==> src/ascii_decimal_to_fixed_parser_top_assert.svh <==
// Assertion macros for the ASCII decimal parser.
`ifndef ASCII_DECIMAL_TO_FIXED_PARSER_TOP_ASSERT_SVH
`define ASCII_DECIMAL_TO_FIXED_PARSER_TOP_ASSERT_SVH

`ifndef SYNTHESIS

// prop must hold at every clock edge outside reset
`define ADFP_ASSERT(lbl, clk, rst_n, prop, msg) \
	lbl: assert property (@(posedge clk) disable iff (!rst_n) (prop)) else $error(msg);

// cond must never be true outside reset
`define ADFP_ASSERT_NEVER(lbl, clk, rst_n, cond, msg) \
	lbl: assert property (@(posedge clk) disable iff (!rst_n) !(cond)) else $error(msg);

`else

`define ADFP_ASSERT(lbl, clk, rst_n, prop, msg)
`define ADFP_ASSERT_NEVER(lbl, clk, rst_n, cond, msg)

`endif

`endif

==> src/adfp_pkg.sv <==
// Package for the ASCII decimal parser: widths, constants, types.
`default_nettype none

package adfp_pkg;

	localparam int INT_BITS   = 40;
	localparam int FRAC_BITS  = 24;
	localparam int COUNT_BITS = 16;

	localparam int VALUE_W = 64;
	localparam int CONS_W  = 16;

	localparam logic [31:0] TENTH_Q32 = 32'h1999_9999;

	localparam logic [7:0] CH_SP    = 8'h20;
	localparam logic [7:0] CH_HT    = 8'h09;
	localparam logic [7:0] CH_CR    = 8'h0D;
	localparam logic [7:0] CH_PLUS  = 8'h2B;
	localparam logic [7:0] CH_MINUS = 8'h2D;
	localparam logic [7:0] CH_DOT   = 8'h2E;
	localparam logic [7:0] CH_0     = 8'h30;
	localparam logic [7:0] CH_9     = 8'h39;

	// integer range limits split as limit = 10*q + r
	localparam logic [63:0] LIM_NEG64 = 64'd1 << (INT_BITS - 1);
	localparam logic [63:0] LIM_POS64 = LIM_NEG64 - 64'd1;
	localparam logic [INT_BITS-1:0] LIM_NEG_Q = INT_BITS'(LIM_NEG64 / 64'd10);
	localparam logic [3:0]          LIM_NEG_R = 4'(LIM_NEG64 % 64'd10);
	localparam logic [INT_BITS-1:0] LIM_POS_Q = INT_BITS'(LIM_POS64 / 64'd10);
	localparam logic [3:0]          LIM_POS_R = 4'(LIM_POS64 % 64'd10);

	localparam bit          CAP_EN = (INT_BITS + FRAC_BITS <= VALUE_W);
	localparam logic [63:0] CAP64  = 64'd1 << (INT_BITS - 1 + FRAC_BITS);

	localparam logic [COUNT_BITS-1:0] CNT_MAX  = {COUNT_BITS{1'b1}};
	localparam logic [CONS_W-1:0]     CONS_MAX = {CONS_W{1'b1}};

	typedef enum logic [2:0] {
		PH_DONE = 3'd0,
		PH_WS   = 3'd1,
		PH_INT  = 3'd2,
		PH_DOT  = 3'd3,
		PH_FRAC = 3'd4
	} phase_t;

	typedef struct packed {
		phase_t                  phase;
		logic                    negative;
		logic [INT_BITS-1:0]     int_acc;
		logic [31:0]             frac_acc;
		logic [31:0]             frac_scale;
		logic [COUNT_BITS-1:0]   char_count;
		logic                    err_flag;
	} state_t;

	typedef struct packed {
		logic       start_req;
		logic [7:0] ch;
	} item_t;

	typedef struct packed {
		logic signed [VALUE_W-1:0] value;
		logic                      overflow;
		logic [CONS_W-1:0]         consumed;
	} result_t;

endpackage

`default_nettype wire

==> src/ascii_decimal_to_fixed_parser_top.sv <==
// ASCII decimal string parser producing signed Q40.24 fixed point.
//
// item channel: one ASCII character per transaction; start_req marks the first
// character of a new number. Leading whitespace, an optional sign, integer
// digits, an optional dot and fraction digits are taken; the first character
// that cannot continue the number ends it and yields one result transaction.
// A dot with no digit after it ends the number and is not counted.
// result channel: value (Q40.24), overflow (value then zero) and consumed.
// Throughput: one character per cycle unless a pending result is stalled. A character
// is registered at acceptance; a combinational step (one 32x32 multiply for the fraction
// weight, a shift-add for the integer) then updates the parser state and loads the
// result register when the registered character fires. Result valid rises when the
// step for the character that ends the number loads the result register.
// When the receiver stalls with a result pending, the input register holds
// its character and item_ready drops until the result is taken.
// Reset clears both registers' valid bits and returns the parser to idle;
// characters arriving without start_req while idle are dropped silently.
`default_nettype none

`include "ascii_decimal_to_fixed_parser_top_assert.svh"

module ascii_decimal_to_fixed_parser_top import adfp_pkg::*; (
	input  wire     clk,
	input  wire     arst_n,
	input  wire     item_valid,
	output logic    item_ready,
	input  item_t   item,
	output logic    result_valid,
	input  wire     result_ready,
	output result_t result
);

	item_t   item_s1;
	logic    valid_s1;
	state_t  state_q;
	state_t  state_nxt;
	logic    emit;
	result_t res_nxt;
	result_t result_q;
	logic    result_valid_q;
	logic    fire;

	assign fire       = valid_s1 && (!result_valid_q || result_ready);
	assign item_ready = !valid_s1 || fire;

	always_ff @(posedge clk or negedge arst_n) begin
		if (!arst_n) begin
			valid_s1 <= 1'b0;
		end else if (item_ready) begin
			valid_s1 <= item_valid;
		end
	end

	always_ff @(posedge clk) begin
		if (item_ready && item_valid)
			item_s1 <= item;
	end

	adfp_step u_step (
		.cur  (state_q),
		.item (item_s1),
		.nxt  (state_nxt),
		.emit (emit),
		.res  (res_nxt)
	);

	always_ff @(posedge clk or negedge arst_n) begin
		if (!arst_n) begin
			state_q        <= '0;
			result_valid_q <= 1'b0;
		end else begin
			if (fire)
				state_q <= state_nxt;
			if (fire && emit)
				result_valid_q <= 1'b1;
			else if (result_ready)
				result_valid_q <= 1'b0;
		end
	end

	always_ff @(posedge clk) begin
		if (fire && emit)
			result_q <= res_nxt;
	end

	assign result_valid = result_valid_q;
	assign result       = result_q;

	`ADFP_ASSERT(a_rise_needs_fire, clk, arst_n, $rose(result_valid_q) |-> $past(fire && emit), "result valid rose without a step")
	`ADFP_ASSERT(a_stall_cause, clk, arst_n, !item_ready |-> (valid_s1 && result_valid_q && !result_ready), "input stalled without output stall")
	`ADFP_ASSERT(a_ovf_zero, clk, arst_n, (result_valid_q && result_q.overflow) |-> (result_q.value == 64'sd0), "overflow result with nonzero value")
	`ADFP_ASSERT(a_done_after_emit, clk, arst_n, (fire && emit) |=> (state_q.phase == PH_DONE), "parser not idle after result")
	`ADFP_ASSERT_NEVER(a_no_lost_result, clk, arst_n, fire && emit && result_valid_q && !result_ready, "result overwritten while pending")

endmodule

`default_nettype wire

==> src/adfp_step.sv <==
// One-character parse step: next parser state and the finished result.
`default_nettype none

module adfp_step import adfp_pkg::*; (
	input  state_t  cur,
	input  item_t   item,
	output state_t  nxt,
	output logic    emit,
	output result_t res
);

	state_t                  e;
	phase_t                  nph;
	logic                    is_digit;
	logic                    is_space;
	logic                    is_sign;
	logic                    is_dot;
	logic [3:0]              d;
	logic [INT_BITS-1:0]     lim_q;
	logic [3:0]              lim_r;
	logic                    int_ovf;
	logic [INT_BITS-1:0]     int_mac;
	logic [31:0]             scale_use;
	logic [35:0]             frac_sum;
	logic [31:0]             frac_sat;
	logic [63:0]             scale_prod;
	logic [1:0]              inc;
	logic [COUNT_BITS:0]     cnt_sum;
	logic [COUNT_BITS-1:0]   cnt_sat;
	logic [63:0]             mag;

	always_comb begin
		e = cur;
		if (item.start_req) begin
			e = '0;
			e.phase = PH_WS;
		end
	end

	assign is_digit = (item.ch >= CH_0) && (item.ch <= CH_9);
	assign is_space = (item.ch == CH_SP) || ((item.ch >= CH_HT) && (item.ch <= CH_CR));
	assign is_sign  = (item.ch == CH_PLUS) || (item.ch == CH_MINUS);
	assign is_dot   = (item.ch == CH_DOT);
	assign d        = 4'(item.ch - CH_0);

	// next phase
	always_comb begin
		case (e.phase)
			PH_WS: begin
				if (is_space)
					nph = PH_WS;
				else if (is_sign || is_digit)
					nph = PH_INT;
				else
					nph = PH_DONE;
			end
			PH_INT: begin
				if (is_digit)
					nph = PH_INT;
				else if (is_dot)
					nph = PH_DOT;
				else
					nph = PH_DONE;
			end
			PH_DOT:  nph = is_digit ? PH_FRAC : PH_DONE;
			PH_FRAC: nph = is_digit ? PH_FRAC : PH_DONE;
			default: nph = PH_DONE;
		endcase
	end

	always_comb begin
		case (e.phase)
			PH_WS:   emit = !(is_space || is_sign || is_digit);
			PH_INT:  emit = !(is_digit || is_dot);
			PH_DOT:  emit = !is_digit;
			PH_FRAC: emit = !is_digit;
			default: emit = 1'b0;
		endcase
	end

	// integer digit
	assign lim_q   = e.negative ? LIM_NEG_Q : LIM_POS_Q;
	assign lim_r   = e.negative ? LIM_NEG_R : LIM_POS_R;
	assign int_ovf = (e.int_acc > lim_q) || ((e.int_acc == lim_q) && (d > lim_r));
	assign int_mac = (e.int_acc << 3) + (e.int_acc << 1) + INT_BITS'(d);

	// fraction digit, weight restarts at 0.1 after the dot
	assign scale_use  = (e.phase == PH_DOT) ? TENTH_Q32 : e.frac_scale;
	assign frac_sum   = 36'(e.frac_acc) + 36'(d) * 36'(scale_use);
	assign frac_sat   = (frac_sum[35:32] != 4'd0) ? 32'hFFFF_FFFF : frac_sum[31:0];
	assign scale_prod = 64'(scale_use) * 64'(TENTH_Q32);

	// the dot is counted together with the first fraction digit
	assign inc     = (e.phase == PH_DOT) ? 2'd2 : 2'd1;
	assign cnt_sum = (COUNT_BITS + 1)'(e.char_count) + (COUNT_BITS + 1)'(inc);
	assign cnt_sat = cnt_sum[COUNT_BITS] ? CNT_MAX : cnt_sum[COUNT_BITS-1:0];

	always_comb begin
		nxt = e;
		nxt.phase = nph;
		case (e.phase)
			PH_WS: begin
				if (is_space) begin
					nxt.char_count = cnt_sat;
				end else if (is_sign) begin
					nxt.negative   = (item.ch == CH_MINUS);
					nxt.char_count = cnt_sat;
				end else if (is_digit) begin
					nxt.char_count = cnt_sat;
					if (!e.err_flag) begin
						if (int_ovf) begin
							nxt.err_flag = 1'b1;
							nxt.int_acc  = '0;
						end else begin
							nxt.int_acc = int_mac;
						end
					end
				end
			end
			PH_INT: begin
				if (is_digit) begin
					nxt.char_count = cnt_sat;
					if (!e.err_flag) begin
						if (int_ovf) begin
							nxt.err_flag = 1'b1;
							nxt.int_acc  = '0;
						end else begin
							nxt.int_acc = int_mac;
						end
					end
				end
			end
			PH_DOT, PH_FRAC: begin
				if (is_digit) begin
					nxt.char_count = cnt_sat;
					nxt.frac_scale = scale_use;
					if (!e.err_flag) begin
						nxt.frac_acc   = frac_sat;
						nxt.frac_scale = scale_prod[63:32];
					end
				end
			end
			default: begin
				nxt = e;
			end
		endcase
	end

	// result of the number held before this character
	always_comb begin
		mag = (64'(e.int_acc) << FRAC_BITS) + 64'(e.frac_acc >> (32 - FRAC_BITS));
		if (CAP_EN && e.negative && (mag > CAP64))
			mag = CAP64;
		if (e.err_flag)
			mag = '0;
		res.value    = e.negative ? signed'(64'd0 - mag) : signed'(mag);
		res.overflow = e.err_flag;
		if ((COUNT_BITS > CONS_W) && (32'(e.char_count) > 32'(CONS_MAX)))
			res.consumed = CONS_MAX;
		else
			res.consumed = CONS_W'(e.char_count);
	end

endmodule

`default_nettype wire

==> config.mk <==
export PLATFORM = sky130hd
export DESIGN_NAME = ascii_decimal_to_fixed_parser_top
export DESIGN_NICKNAME = d
export VERILOG_FILES = /design/src/adfp_pkg.sv /design/src/ascii_decimal_to_fixed_parser_top.sv /design/src/adfp_step.sv
export VERILOG_INCLUDE_DIRS = /design/src /design/src/src
export SDC_FILE = /design/constraint.sdc
export NUM_CORES = 2
export LEC_CHECK = 0
export ABC_CLOCK_PERIOD_IN_PS = 17000
export BUFFER_PORTS_ARGS = -buffer_cell sky130_fd_sc_hd__buf_2
export CAP_MARGIN = 10
export CORE_MARGIN = 5
export CORE_UTILIZATION = 50
export CTS_BUF_LIST = sky130_fd_sc_hd__clkbuf_4 sky130_fd_sc_hd__clkbuf_8 sky130_fd_sc_hd__clkbuf_16
export DETAILED_ROUTE_END_ITERATION = 8
export PLACE_DENSITY = 0.75
export SLEW_MARGIN = 0
export SYNTH_ARGS = -nofsm -noshare
export SYNTH_HDL_FRONTEND = slang
export SYNTH_SLANG_ARGS = --single-unit
==> constraint.sdc <==
create_clock -name clk -period 17 [get_ports clk]
set_input_delay 3.4 -clock clk [delete_from_list [all_inputs] [get_ports clk]]
set_output_delay 3.4 -clock clk [all_outputs]
set_load 0.005 [all_outputs]
# After elaboration in Yosys (flattened, before gate mapping)
# Index checks and enable logic that the tools add are counted.
dict set report classes {
  n_addsub 7
  multipliers 2
  magnitude_cmp 7
  n_eq_ne 9
  mux 39
  reduce_logical 25
}
# operator count
set op_table {}
lappend op_table {{2-to-1 mux 64 bit} 5}
lappend op_table {{2-to-1 mux 40 bit} 4}
lappend op_table {{2-to-1 mux 125 bit} 1}
lappend op_table {{2-to-1 mux 80 bit} 1}
lappend op_table {{one-hot mux 40 bit (2 select lines)} 1}
lappend op_table {{adder 64 x 24 -> 64 bit} 1}
lappend op_table {{> comparator 64 bit, second input constant} 1}
lappend op_table {{2-to-1 mux 32 bit} 2}
lappend op_table {{subtractor 1 x 64 -> 64 bit, first input constant} 1}
lappend op_table {{multiplier 32 x 29 -> 61 bit, second input constant} 1}
lappend op_table {{2-to-1 mux 16 bit} 3}
lappend op_table {{one-hot mux 16 bit (3 select lines)} 1}
lappend op_table {{2-to-1 mux 41 bit} 1}
lappend op_table {{adder 40 x 4 -> 40 bit} 1}
lappend op_table {{adder 40 bit} 1}
lappend op_table {{== test 40 x 36 -> 1 bit, second input constant} 1}
lappend op_table {{> comparator 40 x 36 -> 1 bit, second input constant} 1}
lappend op_table {{adder 32 x 36 -> 36 bit} 1}
lappend op_table {{multiplier 4 x 32 -> 36 bit} 1}
lappend op_table {{== test 8 x 6 -> 1 bit, second input constant} 4}
lappend op_table {{adder 16 x 2 -> 17 bit} 1}
lappend op_table {{2-to-1 mux 17 bit} 1}
lappend op_table {{logical OR 1 bit} 9}
lappend op_table {{2-to-1 mux 3 bit} 3}
lappend op_table {{21 further kinds} 42}
dict set report word_totals {
  register_bits 217
  elab_cells 103
}

# Longest topological paths before layout
dict set report logic_depth {
  depth_word 11
  ltp_mapped 35
}

# Hierarchy
# A second synthesis with hierarchy kept.
dict set report hier_totals {
  cells_unflattened 3850
  hier_area_um2 35562.9
}
# module n_inst cells_per_inst area_per_inst_um2 seq_area_each_um2
set by_module_without_submodules {}
lappend by_module_without_submodules {adfp_step 1 3486 27925.5 0.0}
lappend by_module_without_submodules {ascii_decimal_to_fixed_parser_top 1 364 7637.3 5880.6}

# Worst setup path after synthesis
# Ideal clock, no wire load.
dict set report synth_path {
  path_type {register to register}
  from {reg item_s1[8] in the netlist's numbering}
  to {reg state_q[42] in the netlist's numbering}
  setup_time_ns 0.126
  t_arrival_ns 8.400
  required_ns 16.874
  setup_slack_ns 8.474
  path_stages_with_launch 32
  path_buffers 6
  synth_period_minus_slack_ns 8.526
  path_cell_list {edfxtp_1 -> buf_6 -> buf_6 -> buf_6 -> buf_2 -> nor2_1 -> and2_1 -> buf_1 -> clkbuf_1 -> a21o_1 -> ha_1 -> inv_1 -> fa_1 -> fa_1 -> fa_1 -> inv_1 -> fa_1 -> fa_1 -> fa_1 -> inv_1 -> fa_1 -> inv_1 -> ha_1 -> nand3_1 -> a211oi_1 -> nand3b_1 -> o221a_2 -> o211ai_1 -> a31oi_1 -> o21ba_2 -> xnor2_1 -> a221o_1}
}
dict set report synth_between {
  elab_chain_cells 7
}
# element line
set synth_rtl {}
lappend synth_rtl {{from (decl)} ascii_decimal_to_fixed_parser_top.sv:33} ;# item_t item_s1;
lappend synth_rtl {{from (signal assigned)} ascii_decimal_to_fixed_parser_top.sv:56} ;# item_s1 <= item;
lappend synth_rtl {{2-to-1 mux 125 bit (*)} adfp_step.sv:34} ;# if (item.start_req) begin
lappend synth_rtl {{== test 3 x 2 -> 1 bit} {adfp_step.sv:88, adfp_step.sv:101}}
lappend synth_rtl {{2-to-1 mux 32 bit} adfp_step.sv:88} ;# assign scale_use = (e.phase == PH_DOT) ? TENTH_Q32 : e.frac_scale;
lappend synth_rtl {{multiplier 32 x 29 -> 61 bit} adfp_step.sv:91} ;# assign scale_prod = 64'(scale_use) * 64'(TENTH_Q32);
lappend synth_rtl {{2-to-1 mux 64 bit} adfp_step.sv:137} ;# if (!e.err_flag) begin
lappend synth_rtl {{2-to-1 mux 80 bit} adfp_step.sv:134} ;# if (is_digit) begin
lappend synth_rtl {{2-to-1 mux 64 bit (*)} adfp_step.sv:101} ;# case (e.phase)
lappend synth_rtl {{to (signal assigned)} ascii_decimal_to_fixed_parser_top.sv:73} ;# state_q <= state_nxt;
lappend synth_rtl {{to (decl)} ascii_decimal_to_fixed_parser_top.sv:35} ;# state_t state_q;
# Every way passes the cells marked *; elsewhere a longest branch is shown, timed or not.
# A chain may end at the register's enable or synchronous reset.

# Worst setup path after layout
dict set report layout_path {
  from {reg state_q[124] in the netlist's numbering}
  to {reg state_q[42] in the netlist's numbering}
}
dict set report layout_between {
  elab_chain_cells 7
}
# element line
set layout_rtl {}
lappend layout_rtl {{2-to-1 mux 125 bit (*)} adfp_step.sv:34}
lappend layout_rtl {{== test 3 x 2 -> 1 bit} {adfp_step.sv:88, adfp_step.sv:101}}
lappend layout_rtl {{2-to-1 mux 32 bit} adfp_step.sv:88}
lappend layout_rtl {{multiplier 32 x 29 -> 61 bit} adfp_step.sv:91}
lappend layout_rtl {{2-to-1 mux 64 bit} adfp_step.sv:137}
lappend layout_rtl {{2-to-1 mux 80 bit} adfp_step.sv:134}
lappend layout_rtl {{2-to-1 mux 64 bit (*)} adfp_step.sv:101}
# Marked as above.

==> impl_results.md <==
* Setup_tns at 0 ns
* PD cells at 36.1 nW/um^2
* Worst slew pin tran at 1.11 ns
* Final WL at 110000 microns
* Post-place setup slack at 6.91 ns
* Final hold violation count at 0
* Num ports at 96
* Global placer's final weighted congestion at between 1 and 1.5
* Fill count at 6246
* First-pass GRT wire length at 171000 microns
* Net Count, Synth at 4737
* Ys flop type: dfrtp_1
* Crit path required time at about 17 ns
* Post-synthesis cell count at 3838
* TritonCTS clock tree: yes
* Die width at 274 microns
* Core Footprint at 68800 sq um
* Seq/Total Area, Yosys at 16.9%
* Post-synth ARST share at 58.5%
* Post-synth EDFFs at 90
* Slew headroom at 25.4%
* Worst min-delay path category: flop to flop
* Min-Delay Startpoint: state_q[36]$_DFFE_PN0P_
* Cell taking the most area after synthesis: fa_1
* Initial core utilization at 50.5%
* Reg2reg end: state_q[42]$_DFFE_PN0P_
* # clock sinks at 217
* CP max FO at 23
* Outcome: finished, final reports clean
* Die Y at 274 microns
* Clock tree buffer depth at 3
* Detailed-route wire length per cell at 23.0 microns
* Syn. warnings at 0
* DP HPWL at 90400 microns
* Rows at 96
* Setup CP Type: flop to flop
* Number of global-route vias before repair at around 29000
* Initial antenna violation count at 0
* Yosys cell types at 96
* Fin crit share at 60.6%
* Layout Skew at approximately 0.020 ns
* Hold path endpoint: state_q[36]$_DFFE_PN0P_
* Mean Syn Cell Area at between 9 and 10 sq um
* Grt ovf at 0
* Top-area cell type share of the netlist area at approximately 24%
* Min Tclk post-route at 10.30 ns
* Detailed-route DRC error count at 0
* Initial DRC Count at 3068
* Hold buffers post-CTS at 0
* Most common cell in the synthesized netlist: inv_1
* Maximum clock frequency at 0.0971 GHz
* Worst Hold Depth at 2
* CTS clk-pin slew, worst paths at 0.07 ns
* Port bufs at 95
* R2r worst-path depth at 27
* Antenna cells at 0
* Final hold slack at 0.480 ns
* Via count at 28800
* Critical path startpoint category: flop
* Post-CTS sizing at 0
* Final setup vio count at 0
* Initial DRT Pass Iterations at 7
* Max-slew violation count at 0
* Setup bufs post-CTS at 0
* GRT Total Usage at 29.3%
* H-Tree Depth at 1
* WP data arrival at 10.74 ns
* Critical path capture point type: flop
* Layout cells sized above 1 at 5.74%
* Number of max-cap violations at 0
* Maximum vdd drop at 72.8 uV
* Synthesized flop and latch total at 217
* Final nets at 4749
* Reg2reg setup slack at about 6.7 ns
* Cell leakage power at 19.4 nW
* Layout area overhead at 6.31%
* Root buffer cell: clkbuf_16
* Largest net degree at the start of global routing at 82
* Synth area leaders: fa_1 (24%), ha_1 (17%), dfrtp_1 (9.1%)
* RSZ-0062 raised after global routing: false
* Netlist Area Pre-Place at 34800 sq um
* Fin worst setup slack at about 6.7 ns
* Vias per cell at 6.01
* Die Area at 74900 sq um
* Synth cell count leaders: inv_1 (615), ha_1 (465), fa_1 (421)
* Worst skew pair latency at around 0.57 ns
* Reg2Reg Launch Point: state_q[124]$_DFFE_PN0P_
* Cts bufs inserted at 26
* Remaining antenna violation count at 0
cells by family (layout without fill, tap and decap cells):
logic type / Yosys count / in the layout / share of synthesized area [%]
flops: 217 / 217 / 16.9
fa+ha+maj: 891 / 891 / 41.1
buf+inv: 761 / 793 / 8.41
mux: 10 / 10 / 0.292
xor+xnor: 185 / 185 / 4.66
simple gates: 990 / 990 / 13.8
compound gates: 784 / 784 / 14.8
where the power goes:
part           leakage, nW  internal (mW)  total, mW  switching, mW
Sequential            2.61          0.558      0.563        0.00531
Clock                0.416          0.336      0.589          0.252
Combinational         16.4         0.0551      0.181          0.126
sequential cells by signal (all words and copies together), names as in the netlist:
signal and count:
result_valid 1, result 81, item_s1 9, state_q 125
valid_s1 1
how the worst max path moves through the flow:
stage | slack (ns) | depth (start not counted) | from | to
floorplan | 8.47 | 31 | item_s1[8]$_DFFE_PP_ | state_q[42]$_DFFE_PN0P_
CTS | 6.86 | 29 | state_q[124]$_DFFE_PN0P_ | state_q[42]$_DFFE_PN0P_
global route | 6.23 | 27 | state_q[124]$_DFFE_PN0P_ | state_q[42]$_DFFE_PN0P_
global placement | 7.00 | 29 | state_q[124]$_DFFE_PN0P_ | state_q[42]$_DFFE_PN0P_
detailed placement | 6.91 | 29 | state_q[124]$_DFFE_PN0P_ | state_q[42]$_DFFE_PN0P_
finish | 6.70 | 27 | state_q[124]$_DFFE_PN0P_ | state_q[42]$_DFFE_PN0P_
per-layer routing:
metal | global-route usage, % | routed length (microns) | vias to the layer above | share of wire [%]
li1 | - | - | 13000 | -
met1 | 39.5 | 44800 | 14200 | 41
met2 | 48.5 | 51500 | 1387 | 47
met3 | 3.93 | 8510 | 256 | 7.7
met4 | 11.2 | 5580 | 0 | 5.0
met5 | 0 | 0 | - | 0
cell usage in the layout, fill, tap and decap left out, types with 15 or more instances in the layout:
master     netlist  final
nor3_1          53     53
nand4_1         32     32
nand2_1        328    328
o21bai_1        20     20
o21a_1          18     18
a211oi_1        21     21
and3_1          50     50
a221o_1         35     35
xor2_1          80     80
fa_1           421    421
clkbuf_16        0     26
buf_4            0     32
and2_1          35     35
xnor2_1        105    105
nor4_1          26     26
dfrtp_1        127    127
a21o_1          77     77
edfxtp_1        90     90
nand2b_1        15     15
nor2_1         233    229
or3_1           23     23
inv_1          615    614
o31ai_1         19     19
nand3_1         57     57
o21ai_0        191    190
a21oi_1        190    190
nor2b_1         74     74
a22o_1          16     16
a31oi_1         44     44
buf_2           17     94
ha_1           465    465
o211ai_1        20     20
a22oi_1         15     15
critical path: stages (launching register included):
cell and delay, ns:
dfrtp_1 0.46, nand2b_1 0.24, nor2_1 0.10, and2_1 0.84
clkinv_1 0.76, and3_1 0.56, ha_1 0.32, xor2_1 0.23
ha_1 0.25, or2_2 0.34, fa_1 0.51, fa_1 0.53
fa_1 0.53, fa_1 0.53, fa_1 0.58, inv_1 0.07
fa_1 0.51, inv_1 0.04, ha_1 0.36, nand4_1 0.22
a211oi_1 0.38, nand3b_1 0.13, o221a_2 0.32, o211ai_1 0.43
a31oi_1 0.23, o21ba_2 0.27, xnor2_1 0.12, a221o_1 0.31
cell type report:
type                    count  area, sq um  area share, %
multi-input cells        2860        26000           70.3
repair buffers            127          722           1.95
inverters                 618         2320           6.28
flip-flops and latches    217         5880           15.9
clock inverters            19          220          0.596
clock buffers              29          673           1.82
well taps                 931         1160           3.15
stage by stage:
stage | utilization, % | total power [mW] | instances | instance area [sq um]
after CTS | 53.7 | 1.34 | 4801 | 37000
final | 53.7 | 1.33 | 4801 | 37000
after detailed placement | 52.4 | 0.751 | 4753 | 36100
after global routing | 53.7 | 1.38 | 4801 | 37000
after floorplan | - | 0.687 | 3838 | 34800
after global placement | 52.4 | 0.749 | 4753 | 36100
Note: power is estimated with default switching activity, not from simulation.
